===== src/hdl/assert_macros.svh =====
// Assertion macros shared by the block's RTL.
// Defining NO_ASSERTIONS compiles every use to nothing.
`ifndef ASSERT_MACROS_SVH
`define ASSERT_MACROS_SVH

`ifndef NO_ASSERTIONS

// Check a condition at every clock edge outside reset.
`define OWBM_ASSERT_ALWAYS(lbl, clk, rst_n, expr, msg) \
    lbl: assert property (@(posedge clk) disable iff (!(rst_n)) (expr)) else $error(msg);

// Check that a condition implies another at the same edge.
`define OWBM_ASSERT_IMPLY(lbl, clk, rst_n, ante, cons, msg) \
    lbl: assert property (@(posedge clk) disable iff (!(rst_n)) (ante) |-> (cons)) \
        else $error(msg);

`else

`define OWBM_ASSERT_ALWAYS(lbl, clk, rst_n, expr, msg)
`define OWBM_ASSERT_IMPLY(lbl, clk, rst_n, ante, cons, msg)

`endif

`endif


===== src/hdl/owbm_pkg.sv =====
`timescale 1ns / 1ps

package owbm_pkg;

    // Field and register widths
    localparam int ActionW  = 2;
    localparam int ByteW    = 8;
    localparam int TimerW   = 10;
    localparam int CountW   = 3;
    localparam int CfgNum   = 8;
    localparam int CfgIdxW  = $clog2(CfgNum);
    localparam int CfgDataW = 10;

    // Presence sampling: sample count and spacing in ticks
    localparam logic [CountW-1:0] PresenceSamples = CountW'(7);
    localparam logic [TimerW-1:0] SampleSpacing   = TimerW'(10);

    // Command codes on the action field
    typedef enum logic [ActionW-1:0] {
        ACT_TICK  = 2'd0,
        ACT_RESET = 2'd1,
        ACT_WRITE = 2'd2,
        ACT_READ  = 2'd3
    } t_action;

    // Configuration register indexes
    typedef enum logic [CfgIdxW-1:0] {
        CFG_RESET_LOW      = 3'd0,
        CFG_PRESENCE_DELAY = 3'd1,
        CFG_PRESENCE_MAX   = 3'd2,
        CFG_WRITE_LOW      = 3'd3,
        CFG_WRITE_HOLD     = 3'd4,
        CFG_READ_LOW       = 3'd5,
        CFG_READ_SAMPLE    = 3'd6,
        CFG_READ_RECOVER   = 3'd7
    } t_cfg_idx;

    // Configuration register values after reset
    localparam logic [9:0] ResetLowDef     = 10'd500;
    localparam logic [7:0] PresenceDelayDef = 8'd60;
    localparam logic [2:0] PresenceMaxDef  = 3'd3;
    localparam logic [7:0] WriteLowDef     = 8'd5;
    localparam logic [7:0] WriteHoldDef    = 8'd40;
    localparam logic [7:0] ReadLowDef      = 8'd7;
    localparam logic [7:0] ReadSampleDef   = 8'd5;
    localparam logic [7:0] ReadRecoverDef  = 8'd45;

    // Timing settings handed from the register file to the sequencer
    typedef struct packed {
        logic [9:0] reset_low;
        logic [7:0] presence_delay;
        logic [2:0] presence_max;
        logic [7:0] write_low;
        logic [7:0] write_hold;
        logic [7:0] read_low;
        logic [7:0] read_sample;
        logic [7:0] read_recover;
    } t_cfg;

endpackage


===== src/hdl/owbm_cmd_if.sv =====
`timescale 1ns / 1ps

interface owbm_cmd_if
    import owbm_pkg::*;
();
    logic              valid;
    logic              ready;
    logic [ActionW-1:0] action;
    logic [ByteW-1:0]   data_byte;
    logic              line_in;

    modport source (output valid, output action, output data_byte, output line_in,
                    input ready);
    modport sink   (input valid, input action, input data_byte, input line_in,
                    output ready);
endinterface


===== src/hdl/owbm_res_if.sv =====
`timescale 1ns / 1ps

interface owbm_res_if
    import owbm_pkg::*;
();
    logic             valid;
    logic             ready;
    logic             drive_low;
    logic             busy_res;
    logic             done_res;
    logic             presence_ok;
    logic [ByteW-1:0] read_byte;

    modport source (output valid, output drive_low, output busy_res, output done_res,
                    output presence_ok, output read_byte, input ready);
    modport sink   (input valid, input drive_low, input busy_res, input done_res,
                    input presence_ok, input read_byte, output ready);
endinterface


===== src/hdl/owbm_cfg_regs.sv =====
`timescale 1ns / 1ps

module owbm_cfg_regs
    import owbm_pkg::*;
(
    input  logic                i_clk,
    input  logic                i_rst_n,
    input  logic                i_cfg_we,
    input  logic [CfgIdxW-1:0]  i_cfg_idx,
    input  logic [CfgDataW-1:0] i_cfg_data,
    output t_cfg                o_cfg
);

    t_cfg r_cfg;

    // Load defaults at reset, take one register per write
    always_ff @(posedge i_clk) begin
        if (!i_rst_n) begin
            r_cfg.reset_low      <= ResetLowDef;
            r_cfg.presence_delay <= PresenceDelayDef;
            r_cfg.presence_max   <= PresenceMaxDef;
            r_cfg.write_low      <= WriteLowDef;
            r_cfg.write_hold     <= WriteHoldDef;
            r_cfg.read_low       <= ReadLowDef;
            r_cfg.read_sample    <= ReadSampleDef;
            r_cfg.read_recover   <= ReadRecoverDef;
        end else if (i_cfg_we) begin
            case (t_cfg_idx'(i_cfg_idx))
                CFG_RESET_LOW:      r_cfg.reset_low      <= i_cfg_data[9:0];
                CFG_PRESENCE_DELAY: r_cfg.presence_delay <= i_cfg_data[7:0];
                CFG_PRESENCE_MAX:   r_cfg.presence_max   <= i_cfg_data[2:0];
                CFG_WRITE_LOW:      r_cfg.write_low      <= i_cfg_data[7:0];
                CFG_WRITE_HOLD:     r_cfg.write_hold     <= i_cfg_data[7:0];
                CFG_READ_LOW:       r_cfg.read_low       <= i_cfg_data[7:0];
                CFG_READ_SAMPLE:    r_cfg.read_sample    <= i_cfg_data[7:0];
                CFG_READ_RECOVER:   r_cfg.read_recover   <= i_cfg_data[7:0];
                default:            r_cfg                <= r_cfg;
            endcase
        end
    end

    assign o_cfg = r_cfg;

endmodule


===== src/hdl/owbm_seq.sv =====
`timescale 1ns / 1ps

module owbm_seq
    import owbm_pkg::*;
(
    input  logic       i_clk,
    input  logic       i_rst_n,
    input  t_cfg       i_cfg,
    owbm_cmd_if.sink   i_cmd,
    owbm_res_if.source o_res
);

    typedef enum logic [3:0] {
        PH_IDLE, PH_RST_LOW, PH_RST_REL, PH_RST_SAMP, PH_RST_HIGH,
        PH_WR_LOW, PH_WR_HOLD, PH_RD_LOW, PH_RD_REL, PH_RD_REC
    } t_phase;

    // Input register
    logic               r_in_valid;
    logic [ActionW-1:0] r_action;
    logic [ByteW-1:0]   r_data;
    logic               r_line;

    // Sequencer state
    t_phase             r_phase, n_phase;
    logic [TimerW-1:0]  r_timer, n_timer;
    logic [CountW-1:0]  r_bit, n_bit;
    logic [ByteW-1:0]   r_shift, n_shift;
    logic [CountW-1:0]  r_high_cnt, n_high_cnt;
    logic [CountW-1:0]  r_samp_idx, n_samp_idx;
    logic               r_presence, n_presence;
    logic [ByteW-1:0]   r_last_read, n_last_read;

    // Result register
    logic               r_out_valid;
    logic               r_drive;
    logic               r_busy;
    logic               r_done;
    logic               n_drive;
    logic               n_done;

    logic               adv;
    logic               fire;
    logic [TimerW-1:0]  dur;
    logic [TimerW-1:0]  t_inc;
    logic               t_end;

    // The item in the input register moves on when the result slot is free
    assign adv         = !r_out_valid || o_res.ready;
    assign fire        = r_in_valid && adv;
    assign i_cmd.ready = !r_in_valid || adv;

    // Pick the length of the current phase
    always_comb begin
        case (r_phase)
            PH_RST_LOW:  dur = i_cfg.reset_low;
            PH_RST_REL:  dur = TimerW'(i_cfg.presence_delay);
            PH_RST_SAMP: dur = SampleSpacing;
            PH_WR_LOW:   dur = TimerW'(i_cfg.write_low);
            PH_WR_HOLD:  dur = TimerW'(i_cfg.write_hold);
            PH_RD_LOW:   dur = TimerW'(i_cfg.read_low);
            PH_RD_REL:   dur = TimerW'(i_cfg.read_sample);
            PH_RD_REC:   dur = TimerW'(i_cfg.read_recover);
            default:     dur = '0;
        endcase
    end

    // A zero length counts as one tick
    assign t_inc = r_timer + TimerW'(1);
    assign t_end = (dur == '0) || (t_inc >= dur);

    // Next state for one item
    always_comb begin
        n_phase     = r_phase;
        n_timer     = r_timer;
        n_bit       = r_bit;
        n_shift     = r_shift;
        n_high_cnt  = r_high_cnt;
        n_samp_idx  = r_samp_idx;
        n_presence  = r_presence;
        n_last_read = r_last_read;
        n_done      = 1'b0;

        if (t_action'(r_action) != ACT_TICK) begin
            // Start an operation only from idle; drop the command otherwise
            if (r_phase == PH_IDLE) begin
                n_timer = '0;
                case (t_action'(r_action))
                    ACT_RESET: begin
                        n_high_cnt = '0;
                        n_samp_idx = '0;
                        n_phase    = PH_RST_LOW;
                    end
                    ACT_WRITE: begin
                        n_bit   = '0;
                        n_shift = r_data;
                        n_phase = PH_WR_LOW;
                    end
                    default: begin
                        n_bit   = '0;
                        n_shift = '0;
                        n_phase = PH_RD_LOW;
                    end
                endcase
            end
        end else begin
            // Advance the slot timer on a tick
            if (r_phase != PH_IDLE && r_phase != PH_RST_HIGH) begin
                n_timer = t_end ? '0 : t_inc;
            end
            case (r_phase)
                PH_IDLE: begin
                    n_phase = PH_IDLE;
                end
                PH_RST_LOW: begin
                    if (t_end) n_phase = PH_RST_REL;
                end
                PH_RST_REL: begin
                    if (t_end) n_phase = PH_RST_SAMP;
                end
                PH_RST_SAMP: begin
                    if (r_timer == '0) begin
                        n_high_cnt = r_high_cnt + CountW'(r_line);
                        n_samp_idx = r_samp_idx + CountW'(1);
                    end
                    if (t_end && n_samp_idx >= PresenceSamples) n_phase = PH_RST_HIGH;
                end
                PH_RST_HIGH: begin
                    // Wait for the line to come back high
                    if (r_line) begin
                        n_presence = (r_high_cnt <= i_cfg.presence_max);
                        n_phase    = PH_IDLE;
                        n_timer    = '0;
                        n_done     = 1'b1;
                    end
                end
                PH_WR_LOW: begin
                    if (t_end) n_phase = PH_WR_HOLD;
                end
                PH_WR_HOLD: begin
                    if (t_end) begin
                        n_shift = {1'b0, r_shift[ByteW-1:1]};
                        if (r_bit == '1) begin
                            n_bit   = '0;
                            n_phase = PH_IDLE;
                            n_done  = 1'b1;
                        end else begin
                            n_bit   = r_bit + CountW'(1);
                            n_phase = PH_WR_LOW;
                        end
                    end
                end
                PH_RD_LOW: begin
                    if (t_end) n_phase = PH_RD_REL;
                end
                PH_RD_REL: begin
                    if (t_end) n_phase = PH_RD_REC;
                end
                PH_RD_REC: begin
                    // Sample on the first tick of recovery
                    if (r_timer == '0) n_shift = {r_line, r_shift[ByteW-1:1]};
                    if (t_end) begin
                        if (r_bit == '1) begin
                            n_bit       = '0;
                            n_last_read = n_shift;
                            n_phase     = PH_IDLE;
                            n_done      = 1'b1;
                        end else begin
                            n_bit   = r_bit + CountW'(1);
                            n_phase = PH_RD_LOW;
                        end
                    end
                end
                default: begin
                    n_phase = PH_IDLE;
                    n_timer = '0;
                end
            endcase
        end
    end

    // Line drive from the state after the update
    always_comb begin
        case (n_phase)
            PH_RST_LOW, PH_WR_LOW, PH_RD_LOW: n_drive = 1'b1;
            PH_WR_HOLD:                       n_drive = !n_shift[0];
            default:                          n_drive = 1'b0;
        endcase
    end

    // Hold state, input beat and result beat
    always_ff @(posedge i_clk) begin
        if (!i_rst_n) begin
            r_in_valid  <= 1'b0;
            r_out_valid <= 1'b0;
            r_phase     <= PH_IDLE;
            r_timer     <= '0;
            r_bit       <= '0;
            r_shift     <= '0;
            r_high_cnt  <= '0;
            r_samp_idx  <= '0;
            r_presence  <= 1'b0;
            r_last_read <= '0;
        end else begin
            if (i_cmd.ready) begin
                r_in_valid <= i_cmd.valid;
            end
            if (adv) begin
                r_out_valid <= r_in_valid;
            end
            if (fire) begin
                r_phase     <= n_phase;
                r_timer     <= n_timer;
                r_bit       <= n_bit;
                r_shift     <= n_shift;
                r_high_cnt  <= n_high_cnt;
                r_samp_idx  <= n_samp_idx;
                r_presence  <= n_presence;
                r_last_read <= n_last_read;
            end
        end
    end

    // Payload registers
    always_ff @(posedge i_clk) begin
        if (i_cmd.ready && i_cmd.valid) begin
            r_action <= i_cmd.action;
            r_data   <= i_cmd.data_byte;
            r_line   <= i_cmd.line_in;
        end
        if (fire) begin
            r_drive <= n_drive;
            r_busy  <= (n_phase != PH_IDLE);
            r_done  <= n_done;
        end
    end

    assign o_res.valid       = r_out_valid;
    assign o_res.drive_low   = r_drive;
    assign o_res.busy_res    = r_busy;
    assign o_res.done_res    = r_done;
    assign o_res.presence_ok = r_presence;
    assign o_res.read_byte   = r_last_read;

endmodule


===== src/hdl/one_wire_bus_master_top.sv =====
`timescale 1ns / 1ps
// 1-Wire bus master sequencer, stepped by one-microsecond tick beats.
// Command channel i_cmd: each beat carries action (tick, start reset, start
// write byte, start read byte), the byte to write and the sampled bus level.
// Result channel o_res: exactly one beat per command beat, in order, with the
// open-drain drive, busy, done, last presence result and last read byte.
// Configuration: i_cfg_we / i_cfg_idx / i_cfg_data write the timing
// registers; write them only while the block is idle.
// Each command beat passes through the input register, then the result
// register.
// Throughput: one beat per cycle while o_res is ready; the sequencer state
// is updated in the single logic stage between the two registers.
// Reset: synchronous, active low; the sequencer goes idle, presence and the
// read byte clear and the timing registers take their defaults.
// Stall: when o_res is not ready the result holds and the input register
// fills; i_cmd.ready drops only once both registers hold a beat.
// A start command that arrives while busy is dropped but still gets a beat.

`include "assert_macros.svh"

module one_wire_bus_master_top
    import owbm_pkg::*;
(
    input  logic                i_clk,
    input  logic                i_rst_n,
    owbm_cmd_if.sink            i_cmd,
    owbm_res_if.source          o_res,
    input  logic                i_cfg_we,
    input  logic [CfgIdxW-1:0]  i_cfg_idx,
    input  logic [CfgDataW-1:0] i_cfg_data
);

    t_cfg cfg;

    owbm_cfg_regs u_cfg_regs (
        .i_clk      (i_clk),
        .i_rst_n    (i_rst_n),
        .i_cfg_we   (i_cfg_we),
        .i_cfg_idx  (i_cfg_idx),
        .i_cfg_data (i_cfg_data),
        .o_cfg      (cfg)
    );

    owbm_seq u_seq (
        .i_clk   (i_clk),
        .i_rst_n (i_rst_n),
        .i_cfg   (cfg),
        .i_cmd   (i_cmd),
        .o_res   (o_res)
    );

    // A finishing beat always leaves the sequencer idle
    `OWBM_ASSERT_IMPLY(a_done_idle, i_clk, i_rst_n, o_res.valid && o_res.done_res, !o_res.busy_res, "done while still busy")
    // The line is only pulled low during an operation
    `OWBM_ASSERT_IMPLY(a_drive_busy, i_clk, i_rst_n, o_res.valid && o_res.drive_low, o_res.busy_res, "line driven while idle")
    // Back-pressure on commands only comes from a full result register
    `OWBM_ASSERT_IMPLY(a_ready_stall, i_clk, i_rst_n, !i_cmd.ready, o_res.valid, "command stalled with empty result register")

endmodule


===== src/flat_wrapper.sv =====
// flat-port wrapper written by rule: the top's interface ports become plain ports
module one_wire_bus_master_top_flat import owbm_pkg::*;
  (i_clk, i_rst_n, i_cfg_we, i_cfg_idx, i_cfg_data, i_cmd_valid, i_cmd_action, i_cmd_data_byte, i_cmd_line_in, i_cmd_ready, o_res_valid, o_res_drive_low, o_res_busy_res, o_res_done_res, o_res_presence_ok, o_res_read_byte, o_res_ready);
  owbm_cmd_if i_cmd_i ();
  owbm_res_if o_res_i ();
  input  logic i_clk;
  input  logic i_rst_n;
  input  logic i_cfg_we;
  input  logic [CfgIdxW-1:0] i_cfg_idx;
  input  logic [CfgDataW-1:0] i_cfg_data;
  input wire logic [$bits(i_cmd_i.valid)-1:0] i_cmd_valid;
  input wire logic [$bits(i_cmd_i.action)-1:0] i_cmd_action;
  input wire logic [$bits(i_cmd_i.data_byte)-1:0] i_cmd_data_byte;
  input wire logic [$bits(i_cmd_i.line_in)-1:0] i_cmd_line_in;
  output wire logic [$bits(i_cmd_i.ready)-1:0] i_cmd_ready;
  output wire logic [$bits(o_res_i.valid)-1:0] o_res_valid;
  output wire logic [$bits(o_res_i.drive_low)-1:0] o_res_drive_low;
  output wire logic [$bits(o_res_i.busy_res)-1:0] o_res_busy_res;
  output wire logic [$bits(o_res_i.done_res)-1:0] o_res_done_res;
  output wire logic [$bits(o_res_i.presence_ok)-1:0] o_res_presence_ok;
  output wire logic [$bits(o_res_i.read_byte)-1:0] o_res_read_byte;
  input wire logic [$bits(o_res_i.ready)-1:0] o_res_ready;
  assign i_cmd_i.valid = i_cmd_valid;
  assign i_cmd_i.action = i_cmd_action;
  assign i_cmd_i.data_byte = i_cmd_data_byte;
  assign i_cmd_i.line_in = i_cmd_line_in;
  assign i_cmd_ready = i_cmd_i.ready;
  assign o_res_valid = o_res_i.valid;
  assign o_res_drive_low = o_res_i.drive_low;
  assign o_res_busy_res = o_res_i.busy_res;
  assign o_res_done_res = o_res_i.done_res;
  assign o_res_presence_ok = o_res_i.presence_ok;
  assign o_res_read_byte = o_res_i.read_byte;
  assign o_res_i.ready = o_res_ready;
  one_wire_bus_master_top u_core (.i_clk(i_clk), .i_rst_n(i_rst_n), .i_cmd(i_cmd_i), .o_res(o_res_i), .i_cfg_we(i_cfg_we), .i_cfg_idx(i_cfg_idx), .i_cfg_data(i_cfg_data));
endmodule

===== config.mk =====
export PLATFORM = sky130hd
export DESIGN_NAME = one_wire_bus_master_top_flat
export DESIGN_NICKNAME = d
export VERILOG_FILES = /design/src/hdl/owbm_pkg.sv /design/src/hdl/owbm_cmd_if.sv /design/src/hdl/owbm_res_if.sv /design/src/hdl/owbm_cfg_regs.sv /design/src/hdl/owbm_seq.sv /design/src/hdl/one_wire_bus_master_top.sv /design/src/flat_wrapper.sv
export VERILOG_INCLUDE_DIRS = /design/src /design/src/hdl
export SDC_FILE = /design/constraint.sdc
export NUM_CORES = 1
export LEC_CHECK = 0
export BUFFER_PORTS_ARGS = -buffer_cell sky130_fd_sc_hd__buf_2
export CORE_MARGIN = 5
export CORE_UTILIZATION = 30
export CTS_BUF_LIST = sky130_fd_sc_hd__clkbuf_8
export DETAILED_ROUTE_END_ITERATION = 16
export GPL_TIMING_DRIVEN = 0
export PLACE_DENSITY_LB_ADDON = 0.12
export SETUP_SLACK_MARGIN = 0.3
export SKIP_CTS_REPAIR_TIMING = 1
export SLEW_MARGIN = 40
export SYNTH_ARGS = -nofsm -noshare
export SYNTH_HDL_FRONTEND = slang
export SYNTH_SLANG_ARGS = --single-unit

===== constraint.sdc =====
create_clock -name i_clk -period 3.8 [get_ports i_clk]
set_input_delay 0 -clock i_clk [delete_from_list [all_inputs] [get_ports i_clk]]
set_output_delay 0 -clock i_clk [all_outputs]
set_load 0.1 [all_outputs]

==> summary.txt <==
CTS buffer count - 17
Setup skew after layout - 18.6 ps
Avg Cell Area, Syn - 8.38 um^2
Die width - 155 um
RSZ-0062 raised after global routing - yes
DRT iter0 DRCs - 347
R2r startpoint - u_core.u_seq.r_phase[1]
Hold_sp - i_cfg_data[2]
FMAX - 250 MHz
# fillers - 2,126
Failing checks - negative setup slack
# setup viols final - 14
Comb power frac - 20.6%
CTS tree - yes
Number of global-route vias before repair - 5,698
Placed Area - 6870 um^2
Synthesized area - 6270 um^2
Int Pwr - 0.00214 W
CP max stage cell - a2111o_1
Largest buffer count on any clock path - 2
Clock power share - 37.3%
Sequential cell area fraction in the yosys report - 39.6%
P&R area growth vs syn - 29.4%
WHS Path Cells - 3
YS warnings - 0
Core Rows - 52
Die Area - 23,900 um^2
Cell count after placement - 1,056
Max_cap viols - 0
Hold Path Class - in2reg
Drt first pass iters - 5
Number of top-level pins - 43
Psw - 0.000976 W
Final instance area - 8110 um^2
Switching share of total power - 31.3%
Routed Antenna Nets - 0
Net count, final - 907
Max VDD drop - 0.199 mV
Register-to-register setup slack - -200 ps
Final TNS setup - -1120 ps
First-pass GRT wire length - 32,300 um
Via density - 5.25
Crit. End Element - register
Clock period minus worst slack - 4000 ps
Critical path arrival - 4160 ps
Register bit total from synthesis - 117
Post-synth EDFFs - 14
CP Cell Sequence - buf_6 -> buf_4 -> buf_4 -> nand4bb_1 -> a21o_1 -> nand4_1 -> inv_2 -> ha_4 -> a21o_1 -> a21oi_2 -> nor2b_2 -> a221o_1 -> nor2b_4 -> buf_6 -> and2_4 -> a2111o_1 -> a21oi_2 -> o2111ai_2
Share of layout cells above drive strength 1 - 21.1%
Initial Utilization - 30.7%
Clk pin slew, worst setup/hold paths - 80 ps
Vias - 5,970
Final WL - 21,500 um
Netlist cell types - 67
Cells after Synth - 748
Post-route setup slack - -200 ps
Largest net degree at the start of global routing - 17
Hold path endpoint - u_core.u_cfg_regs.o_cfg[34]
GR Overflow Total - 0
Clock latency at the later pin of the worst-skew pair - 460 ps
Drc violations - 0
GRT Total Usage - 17.4%
Crit path max-delay family - compound AO/OA/AOI/OAI gates
Sequential power share - 42.2%
Final-report hold violation count - 0
H-tree Lvls - 4
Syn nets - 801
Root Buffer - clkbuf_8
Finished Layout Cells - 1,137
DP HPWL - 15,100 um
Post-synth ARST share - 0%
IO buf count - 37
Core area - 20,400 um^2
Worst setup SP type - register
Outcome - complete, but fails checks
Ant. Diodes - 0
PwrDens - 384 nW/um^2
Sink Count - 117
CP Buf/Inv Count - 5
CP Launch Point - u_core.u_seq.r_phase[1]
Critical Path Fanout Max - 6
Post-synth top flop - dfxtp_1
Lkg Pwr - 3.19 nW
Die height - 155 um
Crit share post-route - 105%
Max-slew headroom at the worst pin - 31.2%
R2R depth - 18
WP data required - 3960 ps
Post-DR wirelength/cell - 18.9 um
Critical path class - reg2reg
Final Max Slew Viols - 0
Crit Reg-Reg Endpoint - u_core.u_seq.o_res.busy_res
Crit-path max cell delay - 450 ps
Worst slew pin tran - 1020 ps
Final Wtd Congestion - 0.905
Initial antenna violation count - 0
Worst Hold Slack - 51.8 ps
-- placed cells by master, fill, tap and decap left out, drive strengths merged, types with 3 or more instances in the layout --
cell,count
nand2,169
dfxtp,103
buf,72
clkbuf,49
nand3,44
a21boi,39
nor2,33
inv,26
dlygate4sd3,24
ha,24
nor2b,24
o21ai,21
a21oi,20
a22oi,16
mux2i,15
edfxtp,14
o211a,14
and3,12
a31oi,11
nand2b,9
nor3,9
a211oi,9
nand4,7
nand3b,6
mux2,5
a21o,5
o211ai,5
xor2,5
and2,5
o22ai,5
clkinv,5
xnor2,4
o21a,4
clkinvlp,4
nor3b,4
nor4bb,4
or2,3
o221ai,3
-- metrics by stage --
| step | util, % | setup slack, ps | power, W |
|---|---|---|---|
| 4_1_cts | 35.5 | -730 | 0.00296 |
| 3_5_place_dp | 33.6 | -684 | 0.00180 |
| 5_1_grt | 39.7 | -274 | 0.00325 |
| 2_1_floorplan | - | 295 | 0.00165 |
| 3_3_place_gp | 33.5 | -689 | 0.00179 |
| 6_report | 39.7 | -200 | 0.00312 |
-- cells by family (layout without fill, tap and decap cells) --
kind of cell	after synthesis	in the layout	synth area share, %
and+or+nand+nor	342	343	26.8
AOI/OAI and AO/OA	171	171	19.7
DFF	117	117	39.6
buffers and inverters	64	182	4.15
adders and majority gates	24	24	4.79
muxes	21	21	3.65
xor gates and xnor gates	9	9	1.26
-- sequential cells by signal, summed over array words and instances, names as in the netlist --
signal,count
u_core.u_seq.r_shift,8
u_core.u_seq.r_line,1
u_core.u_seq.o_res.presence_ok,1
u_core.u_cfg_regs.o_cfg,61
u_core.u_seq.o_res.valid,1
u_core.u_seq.r_phase,4
u_core.u_seq.o_res.done_res,1
u_core.u_seq.r_in_valid,1
u_core.u_seq.r_bit,3
u_core.u_seq.r_samp_idx,3
u_core.u_seq.r_data,8
u_core.u_seq.o_res.drive_low,1
u_core.u_seq.r_high_cnt,3
u_core.u_seq.o_res.read_byte,8
u_core.u_seq.r_timer,10
u_core.u_seq.o_res.busy_res,1
u_core.u_seq.r_action,2
-- power by group through the flow --
stage / logic, W / registers (W) / clock network, W
floorplan: 0.000291 / 0.00136 / 0
global placement: 0.000452 / 0.00134 / 0
detailed placement: 0.000456 / 0.00134 / 0
CTS: 0.000458 / 0.00131 / 0.00119
global route: 0.000683 / 0.00132 / 0.00125
finish: 0.000642 / 0.00132 / 0.00116
-- final cells by class --
cell class	instances	area [um^2]	share of cell area (%)
inverters	22	82.6	1.02
multi-input cells	568	3880	47.8
clock inverters	15	156	1.93
clock buffers	17	234	2.88
repair buffers	86	659	8.13
plain buffers	42	272	3.35
well taps	270	338	4.16
flip-flops and latches	117	2490	30.7
-- worst max path at each step --
stage	endpoint	slack [ps]	cells past startpoint
after floorplan	u_core.u_seq.o_res.busy_res	290	16
after global placement	u_core.u_seq.o_res.read_byte[6]	-690	19
after detailed placement	u_core.u_seq.o_res.drive_low	-680	17
after CTS	u_core.u_seq.o_res.drive_low	-730	17
after global routing	u_core.u_seq.o_res.busy_res	-270	16
final	u_core.u_seq.o_res.busy_res	-200	18
-- synth_stat cells, types with 5 or more instances --
cell type | count | area, um^2
mux2i_1 | 15 | 150
a21boi_0 | 39 | 293
nand4_1 | 6 | 37.5
nand2_1 | 169 | 634
mux2_2 | 5 | 56.3
clkbuf_1 | 28 | 105
o211a_1 | 14 | 140
a21o_1 | 5 | 37.5
nor3_1 | 9 | 45.0
inv_1 | 21 | 78.8
o21ai_0 | 19 | 95.1
and3_1 | 12 | 75.1
edfxtp_1 | 14 | 420
nand3_1 | 44 | 220
a21oi_1 | 20 | 100
a211oi_1 | 9 | 67.6
o22ai_1 | 5 | 31.3
o211ai_1 | 5 | 37.5
xor2_1 | 5 | 43.8
nand2b_1 | 9 | 56.3
nor2_1 | 32 | 120
buf_2 | 11 | 55.1
a22oi_1 | 16 | 120
nor2b_1 | 24 | 150
ha_1 | 24 | 300
a31oi_1 | 11 | 68.8
dfxtp_1 | 103 | 2060
nand3b_1 | 6 | 45.0
-- metal layers --
layer,part of all wire [%],wire length (um),vias to the layer above,track usage [%]
met2,47,10100,170,27.6
met5,0,0,-,0
met4,1.4,294,0,4.50
met1,46,9910,2907,23.8
li1,-,-,2870,-
met3,5.8,1240,23,4.33
-- worst min-delay path, stage by stage --
cell and delay [ps]:
clkbuf_1 250, nand2_1 130, nand3_1 70
No activity file was read; power rests on OpenSTA's default activity.
